<file path="src/sv/i64alu_pkg.sv">
`default_nettype none
package i64alu_pkg;

  localparam int ALU_W  = 64;
  localparam int HALF_W = ALU_W / 2;
  localparam int CNT_W  = $clog2(ALU_W);
  localparam int IN_TDATA_W  = 2 * ALU_W;
  localparam int IN_TUSER_W  = 5;
  localparam int OUT_TDATA_W = 72;
  localparam int OUT_PAD_W   = OUT_TDATA_W - ALU_W - 3;

  localparam logic [ALU_W-1:0] SIGN_BIT = {1'b1, {(ALU_W-1){1'b0}}};

  typedef enum logic [3:0] {
    OP_ADD, OP_SUB, OP_MUL, OP_DIV, OP_MOD, OP_POW, OP_NEG, OP_AND,
    OP_OR, OP_XOR, OP_NOT, OP_SHL, OP_SHR, OP_EQ, OP_LT, OP_LE
  } op_t;

  typedef enum logic [1:0] {
    ERR_NONE, ERR_DIV0, ERR_NEGEXP, ERR_NEGRANGE
  } err_t;

  typedef enum logic [1:0] {
    K_MUL, K_DIV, K_POW
  } kind_t;

  typedef enum logic [2:0] {
    C_IDLE, C_MUL, C_DIV, C_PBIT, C_PACC, C_PSQR, C_DONE
  } cst_t;

  typedef enum logic [1:0] {
    S_IDLE, S_EXEC, S_WAIT, S_DONE
  } st_t;

  typedef struct packed {
    logic  start;
    kind_t kind;
  } core_req_t;

  typedef struct packed {
    logic busy;
    logic done;
  } core_rsp_t;

  typedef struct packed {
    logic [ALU_W-1:0] value;
    logic             value_signed;
    logic             truth;
    err_t             error;
  } res_t;

  function automatic logic [ALU_W-1:0] neg(input logic [ALU_W-1:0] x);
    return '0 - x;
  endfunction

endpackage
`default_nettype wire

</file>
<file path="src/sv/i64alu_core.sv">
`default_nettype none
module i64alu_core (
  input  wire                        clk,
  input  wire                        rst_n,
  input  i64alu_pkg::core_req_t      req,
  input  wire [i64alu_pkg::ALU_W-1:0] x,
  input  wire [i64alu_pkg::ALU_W-1:0] y,
  output i64alu_pkg::core_rsp_t      rsp,
  output logic [i64alu_pkg::ALU_W-1:0] q,
  output logic [i64alu_pkg::ALU_W-1:0] r
);
  import i64alu_pkg::*;

  cst_t st_r, st_nxt;
  kind_t kind_r;
  logic [ALU_W-1:0] mx_r, my_r, prod_r, acc_r, base_r, ex_r, quo_r, rem_r, dv_r;
  logic [1:0] step_r;
  logic [CNT_W-1:0] cnt_r;

  logic [HALF_W-1:0] opx, opy;
  logic [ALU_W-1:0] pp, prod_nxt, rem_nxt;
  logic [ALU_W:0] rem_sh, diff;
  logic mul_last, ge;

  // one 32x32 partial product per cycle, low half of the 64x64 product in three steps
  always_comb begin
    opx = (step_r == 2'd2) ? mx_r[ALU_W-1:HALF_W] : mx_r[HALF_W-1:0];
    opy = (step_r == 2'd1) ? my_r[ALU_W-1:HALF_W] : my_r[HALF_W-1:0];
    pp = {{HALF_W{1'b0}}, opx} * {{HALF_W{1'b0}}, opy};
    prod_nxt = (step_r == 2'd0) ? pp : prod_r + {pp[HALF_W-1:0], {HALF_W{1'b0}}};
    mul_last = (step_r == 2'd2);
  end

  // restoring divide, one quotient bit a cycle
  always_comb begin
    rem_sh = {rem_r, quo_r[ALU_W-1]};
    diff = rem_sh - {1'b0, dv_r};
    ge = ~diff[ALU_W];
    rem_nxt = ge ? diff[ALU_W-1:0] : rem_sh[ALU_W-1:0];
  end

  always_comb begin
    st_nxt = st_r;
    unique case (st_r)
      C_IDLE: begin
        if (req.start) begin
          unique case (req.kind)
            K_MUL:   st_nxt = C_MUL;
            K_DIV:   st_nxt = C_DIV;
            default: st_nxt = C_PBIT;
          endcase
        end
      end
      C_MUL:  if (mul_last) st_nxt = C_DONE;
      C_DIV:  if (cnt_r == CNT_W'(ALU_W - 1)) st_nxt = C_DONE;
      C_PBIT: begin
        if (ex_r == '0) st_nxt = C_DONE;
        else if (ex_r[0]) st_nxt = C_PACC;
        else st_nxt = C_PSQR;
      end
      C_PACC: if (mul_last) st_nxt = C_PSQR;
      C_PSQR: if (mul_last) st_nxt = C_PBIT;
      C_DONE: st_nxt = C_IDLE;
      default: st_nxt = C_IDLE;
    endcase
  end

  always_comb begin
    rsp.busy = (st_r != C_IDLE);
    rsp.done = (st_r == C_DONE);
    r = rem_r;
    case (kind_r)
      K_MUL:   q = prod_r;
      K_DIV:   q = quo_r;
      default: q = acc_r;
    endcase
  end

  always_ff @(posedge clk) begin
    if (!rst_n) st_r <= C_IDLE;
    else st_r <= st_nxt;
  end

  always_ff @(posedge clk) begin
    case (st_r)
      C_IDLE: begin
        if (req.start) begin
          kind_r <= req.kind;
          mx_r <= x;
          my_r <= y;
          step_r <= 2'd0;
          acc_r <= {{(ALU_W-1){1'b0}}, 1'b1};
          base_r <= x;
          ex_r <= y;
          quo_r <= x;
          rem_r <= '0;
          dv_r <= y;
          cnt_r <= '0;
        end
      end
      C_MUL: begin
        prod_r <= prod_nxt;
        step_r <= step_r + 2'd1;
      end
      C_DIV: begin
        rem_r <= rem_nxt;
        quo_r <= {quo_r[ALU_W-2:0], ge};
        cnt_r <= cnt_r + CNT_W'(1);
      end
      C_PBIT: begin
        step_r <= 2'd0;
        mx_r <= ex_r[0] ? acc_r : base_r;
        my_r <= base_r;
      end
      C_PACC: begin
        prod_r <= prod_nxt;
        if (mul_last) begin
          acc_r <= prod_nxt;
          mx_r <= base_r;
          my_r <= base_r;
          step_r <= 2'd0;
        end else begin
          step_r <= step_r + 2'd1;
        end
      end
      C_PSQR: begin
        prod_r <= prod_nxt;
        step_r <= step_r + 2'd1;
        if (mul_last) begin
          base_r <= prod_nxt;
          ex_r <= ex_r >> 1;
        end
      end
      default: ;
    endcase
  end

  a_start_idle: assert property (@(posedge clk) disable iff (!rst_n)
    req.start |-> st_r == C_IDLE) else $error("start while core busy");
  a_div_nonzero: assert property (@(posedge clk) disable iff (!rst_n)
    st_r == C_DIV |-> dv_r != '0) else $error("divide with zero divisor");
  a_step_range: assert property (@(posedge clk) disable iff (!rst_n)
    (st_r == C_MUL || st_r == C_PACC || st_r == C_PSQR) |-> step_r != 2'd3)
    else $error("multiply step out of range");

endmodule
`default_nettype wire

</file>
<file path="config.mk">
export PLATFORM = sky130hd
export DESIGN_NAME = i64alu_core
export DESIGN_NICKNAME = d
export VERILOG_FILES = /design/src/sv/i64alu_pkg.sv /design/src/sv/i64alu_core.sv
export SDC_FILE = /design/constraint.sdc
export NUM_CORES = 2
export LEC_CHECK = 0
export BUFFER_PORTS_ARGS = -buffer_cell sky130_fd_sc_hd__buf_2
export CAP_MARGIN = 20
export CORE_MARGIN = 4
export CORE_UTILIZATION = 45
export DETAILED_ROUTE_END_ITERATION = 16
export SKIP_CTS_REPAIR_TIMING = 1
export SLEW_MARGIN = 20
export SYNTH_ARGS = -nofsm -noshare
export SYNTH_HDL_FRONTEND = slang
export SYNTH_SLANG_ARGS = --single-unit
</file>
<file path="constraint.sdc">
create_clock -name clk -period 19.6 [get_ports clk]
set_input_delay 1.96 -clock clk [delete_from_list [all_inputs] [get_ports clk]]
set_output_delay 1.96 -clock clk [all_outputs]
set_load 0.02 [all_outputs]
</file>
* After elaboration in Yosys (flattened, before gate mapping)
Cells that the tools add are included.
W data, S select, Z words.
** Storage, ports and cells
- Word-level logic and storage cells :: 89
- Register bits after elaboration :: 589
- Input port bits :: 133
** Cells by class
- Bitwise operators :: 1
- Equality and inequality tests :: 16
- $add $sub $neg :: 4
- Reductions and logical operators :: 20
- Multiply operators :: 1
- Multiplexer cells :: 34
** Operator list (number)
- $pmux W64 S2 :: 6
- $mux W64 :: 10
- $pmux W64 S3 :: 2
- $sub A65 B64 Y65 :: 1
- $add A64 B64 Y64 :: 1
- $logic_not A64 Y1 :: 1
- $mul A32 B32 Y64 :: 1
- $mux W32 :: 2
- $pmux W3 S6 :: 1
- $mux W3 :: 5
- $pmux W6 S2 :: 1
- $ne A2 B2 Y1 const B :: 5
- $eq A3 B3 Y1 const B :: 3
- $reduce_and A3 Y1 :: 3
- $pmux W2 S4 :: 1
- $add A6 B1 Y6 const B :: 1
- $eq A2 B1 Y1 const B :: 3
- $eq A3 B2 Y1 const B :: 2
- $eq A6 B6 Y1 const B :: 1
- $logic_not A2 Y1 :: 3
- $mux W2 :: 3
- $mux W6 :: 1
- $reduce_and A2 Y1 :: 3
- $reduce_bool A2 Y1 :: 3
- 12 further kinds :: 13

* Longest topological paths before layout
- Word-level depth :: 7
- Depth in mapped cells :: 44
- Mapped depth without buffers :: 40

* Least setup slack after synthesis
OpenSTA, ideal clock, no wires.
- Path type :: input port to flip-flop
- Start :: in req[2] (netlist name)
- End :: reg cnt_r[0], enable pin
- Setup time :: 0.813 ns
- Cell stages on the path :: 2
- Slack :: 7.431 ns
- Arrival time :: 11.355 ns
- Path buffers :: 0
- Cells stage by stage :: inv_1 o21ai_0
** On the way
- Cells in the longest elaborated chain, start to end :: 2
** Ends and longest elaborated chain
- start, declared :: line i64alu_core.sv:5 : input i64alu_pkg::core_req_t req,
- $ne A2 B2 Y1 (no line)
- $reduce_and A2 Y1 (no line)
- end signal, assigned :: line i64alu_core.sv:108 : cnt_r <= cnt_r + CNT_W'(1);
- end, declared :: line i64alu_core.sv:18 : logic [CNT_W-1:0] cnt_r;
Every way passes these cells.
A chain may end at the register's enable or synchronous reset.

* Worst setup path after layout
- Start :: reg step_r[0]
- End :: reg base_r[62] (data pin)
** On the way
- Cells in the longest elaborated chain, start to end :: 7
- Elaborated cells on any way between the ends :: 10
** Ends and longest elaborated chain
- start, declared :: line i64alu_core.sv:17 : logic [1:0] step_r;
- start signal, assigned :: line i64alu_core.sv:103 : step_r <= step_r + 2'd1;
- start signal, assigned :: line i64alu_core.sv:123 : step_r <= step_r + 2'd1;
- start signal, assigned :: line i64alu_core.sv:128 : step_r <= step_r + 2'd1;
- $eq A2 B2 Y1 / $eq A2 B1 Y1 (equally long branches) :: line i64alu_core.sv:27, i64alu_core.sv:28
- $mux W32, on equally long branches :: line i64alu_core.sv:27, i64alu_core.sv:28
- $mul A32 B32 Y64 :: line i64alu_core.sv:29 : pp = {{HALF_W{1'b0}}, opx} * {{HALF_W{1'b0}}, opy};
- $add A64 B64 Y64 :: line i64alu_core.sv:30 : prod_nxt = (step_r == 2'd0) ? pp : prod_r + {pp[HALF_W-1:0], {HALF_W{1'b0}}};
- $mux W64 * :: line i64alu_core.sv:30
- $mux W64 * :: line i64alu_core.sv:129 : if (mul_last) begin
- $pmux W64 S2 * :: line i64alu_core.sv:85 : case (st_r)
- end signal, assigned :: line i64alu_core.sv:130 : base_r <= prod_nxt;
- end, declared :: line i64alu_core.sv:16 : logic [ALU_W-1:0] mx_r, my_r, prod_r, acc_r, base_r, ex_r, quo_r, rem_r, dv_r;
Mark *: on every way between the ends. The rest lies on a longest branch, timed or not. The select of a mux whose other input is x is not followed.

==> run metrics <==
# H-tree levels=2; leading cell type in the layout, fill and taps excluded=sky130_fd_sc_hd__nand2_1; DRC marker count from the first detailed-route iteration=approximately 5300; number of nets in the final layout=around 8200; worst-case clock skew=around 0.032 ns; global route overflow=0; most frequent cells in the layout=1383 x sky130_fd_sc_hd__nand2_1, 1119 x sky130_fd_sc_hd__inv_1, 898 x sky130_fd_sc_hd__fa_1, 586 x sky130_fd_sc_hd__edfxtp_1, 523 x sky130_fd_sc_hd__nor2_1; R2R cell count=36; first drt pass iteration count=9; kind of path behind the tightest hold check=flip-flop to flip-flop; Least-Margin Pin Slew=between 1 and 1.5 ns; start of the worst register-to-register path=step_r[0]; slew margin rel.=0.228; Antenna Nets Post-Route=0; largest net degree at the start of global routing=slightly above 80; number of antenna violations at the first check in global routing=30; syn_area_per_cell=9.48 um^2; Root Buffer=sky130_fd_sc_hd__clkbuf_16; critical path arrival=roughly 12 ns; cell area after synthesis=around 0.064 mm^2; DIE HEIGHT=a little under 400 um; wire per inst=26.1 um; min Tclk post-route=12.04 ns; net count after synthesis=around 8100; number of rows created at floorplan=roughly 140; worst-skew pair later-pin latency=roughly 0.66 ns; detail-routed via count per cell=5.75; vias in the first global route=50600; detailed-placement wirelength estimate=roughly 180000 um; status=finished clean; slowest CP cell=sky130_fd_sc_hd__mux2i_2; maximum buffer depth of the clock tree=3; worst slack on hold paths=roughly 0.54 ns; R2R Setup Slk=7.56 ns; layout overhead on the synthesized area=7.97%; start point of the critical path=step_r[0]; area of the die=around 0.15 mm^2; number of remaining DRC errors=0; Synth Instances=slightly below 7000; terminus of the critical flop-to-flop path=base_r[62]; IO Count=263; Starting Density=0.453; post-CTS clock slew at the launch and capture registers of the worst setup and hold paths=around 0.07 ns; CTS tree=done; kind of launch point of the worst setup path=flip-flop; total CTS buffers=57; sequential cell area fraction in the yosys report=0.276; Warnings, synthesis=0; Overall Global Routing Usage=0.307; number of hold violations in the final report=0; Placer Congestion=around 1; most common flop cell mapped by yosys=sky130_fd_sc_hd__edfxtp_1; count of port buffers added during placement=262; crit path kind=flip-flop to flip-flop; standard cell core area=approximately 0.14 mm^2; setup TNS after final layout=0 ns; Crit. End Element=flip-flop; count of final setup violators=0; filler cell count=approximately 13000; register bit count reported by yosys=between 500 and 600; dominant delay contributor by cell family on the critical path=adder cells; horizontal extent of the die=approximately 390 um; max-slew violation count=0; total number of vias=50400; Cell variety after synth=a little under 70; layout cell share with drive strength beyond 1=0.0897; CP Capture Point=base_r[62]; RSZ-0062 raised after global routing=false; number of sinks driven by the clock tree=between 500 and 600; highest net fanout along the worst path=42; final period utilization=0.614; max cap viols=0; largest stage delay on the critical path=approximately 0.90 ns; achievable clock frequency=between 0.08 and 0.09 GHz; number of enable flip-flop cells after synthesis=586; required time of the worst setup path=between 15 and 20 ns; number of logic stages on the critical path including buffering=36; wire length of the first global-routing pass=between 300000 and 400000 um; async set-or-reset flop fraction in the synthesized netlist=0; Buffers & Inverters on Critical Path=9; Routed Wire Length=229000 um; final core utilization=0.489
[cells by family after synthesis]
family / Yosys count / synth area share
AND/OR/NAND/NOR: 2172 / 0.137
buffers and inverters: 1473 / 0.0865
adder cells (fa/ha/maj): 1264 / 0.352
flip-flops: 589 / 0.276
multiplexers: 288 / 0.0475
AO/OA/AOI/OAI: 820 / 0.0811
XOR/XNOR: 145 / 0.0198
[synth_stat cells, drive strengths merged (47+ instances only)]
cell type | n | area, um^2
clkbuf | 330 | 1240
fa | 898 | 18000
nand2 | 1384 | 5190
nand4 | 47 | 294
mux2i | 160 | 1600
nor2 | 527 | 1980
a222oi | 64 | 641
mux2 | 128 | 1440
edfxtp | 586 | 17600
a21oi | 240 | 1200
o21ai | 240 | 1200
inv | 1119 | 4200
xnor2 | 102 | 893
ha | 366 | 4580
a21o | 84 | 631
[how the worst min path moves through the flow]
stage | startpoint | to | slack [ns] | cells past startpoint
after floorplan | quo_r[9] | quo_r[10] | 0.51 | 2
after global placement | ex_r[34] | ex_r[33] | 0.52 | 2
after detailed placement | ex_r[43] | ex_r[42] | 0.52 | 2
after CTS | ex_r[34] | ex_r[33] | 0.54 | 2
after global routing | quo_r[3] | quo_r[4] | 0.56 | 2
final | quo_r[59] | quo_r[60] | 0.54 | 2
[per-stage QoR]
step	area [um^2]	setup WS, ns	instances
2_1_floorplan	64000	7.43	6751
3_3_place_gp	67300	7.56	8651
3_5_place_dp	67300	7.85	8651
4_1_cts	69100	7.81	8748
5_1_grt	69100	7.11	8749
6_report	69100	7.56	8768
[layout make-up]
| cell class | count | area, um^2 | area share |
|---|---|---|---|
| Antenna cell | 20 | 50.0 | 0.000724 |
| Clock buffer | 73 | 1510 | 0.0218 |
| Clock inverter | 24 | 251 | 0.00364 |
| Inverter | 1120 | 4200 | 0.0608 |
| Multi-Input combinational cell | 4689 | 41000 | 0.593 |
| Sequential cell | 589 | 17700 | 0.255 |
| Tap cell | 1890 | 2360 | 0.0342 |
| Timing Repair Buffer | 363 | 2070 | 0.0299 |
[registers in the layout (all words and copies together) (netlist names)]
name / count
acc_r: 64
base_r: 64
cnt_r: 6
dv_r: 64
ex_r: 64
kind_r: 2
mx_r: 64
my_r: 64
prod_r: 64
quo_r: 64
r: 64
st_r: 3
step_r: 2
[per-layer routing]
| metal | wire length, um | global-route usage |
|---|---|---|
| met1 | 89500 | 0.405 |
| met2 | 105000 | 0.490 |
| met3 | 21500 | 0.0615 |
| met4 | 12500 | 0.141 |
| met5 | 41 | 0 |
[tightest hold or removal path: stages, from the launching register on]
cell                       delay (ns)
sky130_fd_sc_hd__edfxtp_1        0.34
sky130_fd_sc_hd__nand2_1         0.05
sky130_fd_sc_hd__nand2_1         0.05
Power is not shown: default switching activity piles up to over one toggle a cycle in this logic, so the estimate is an artifact.
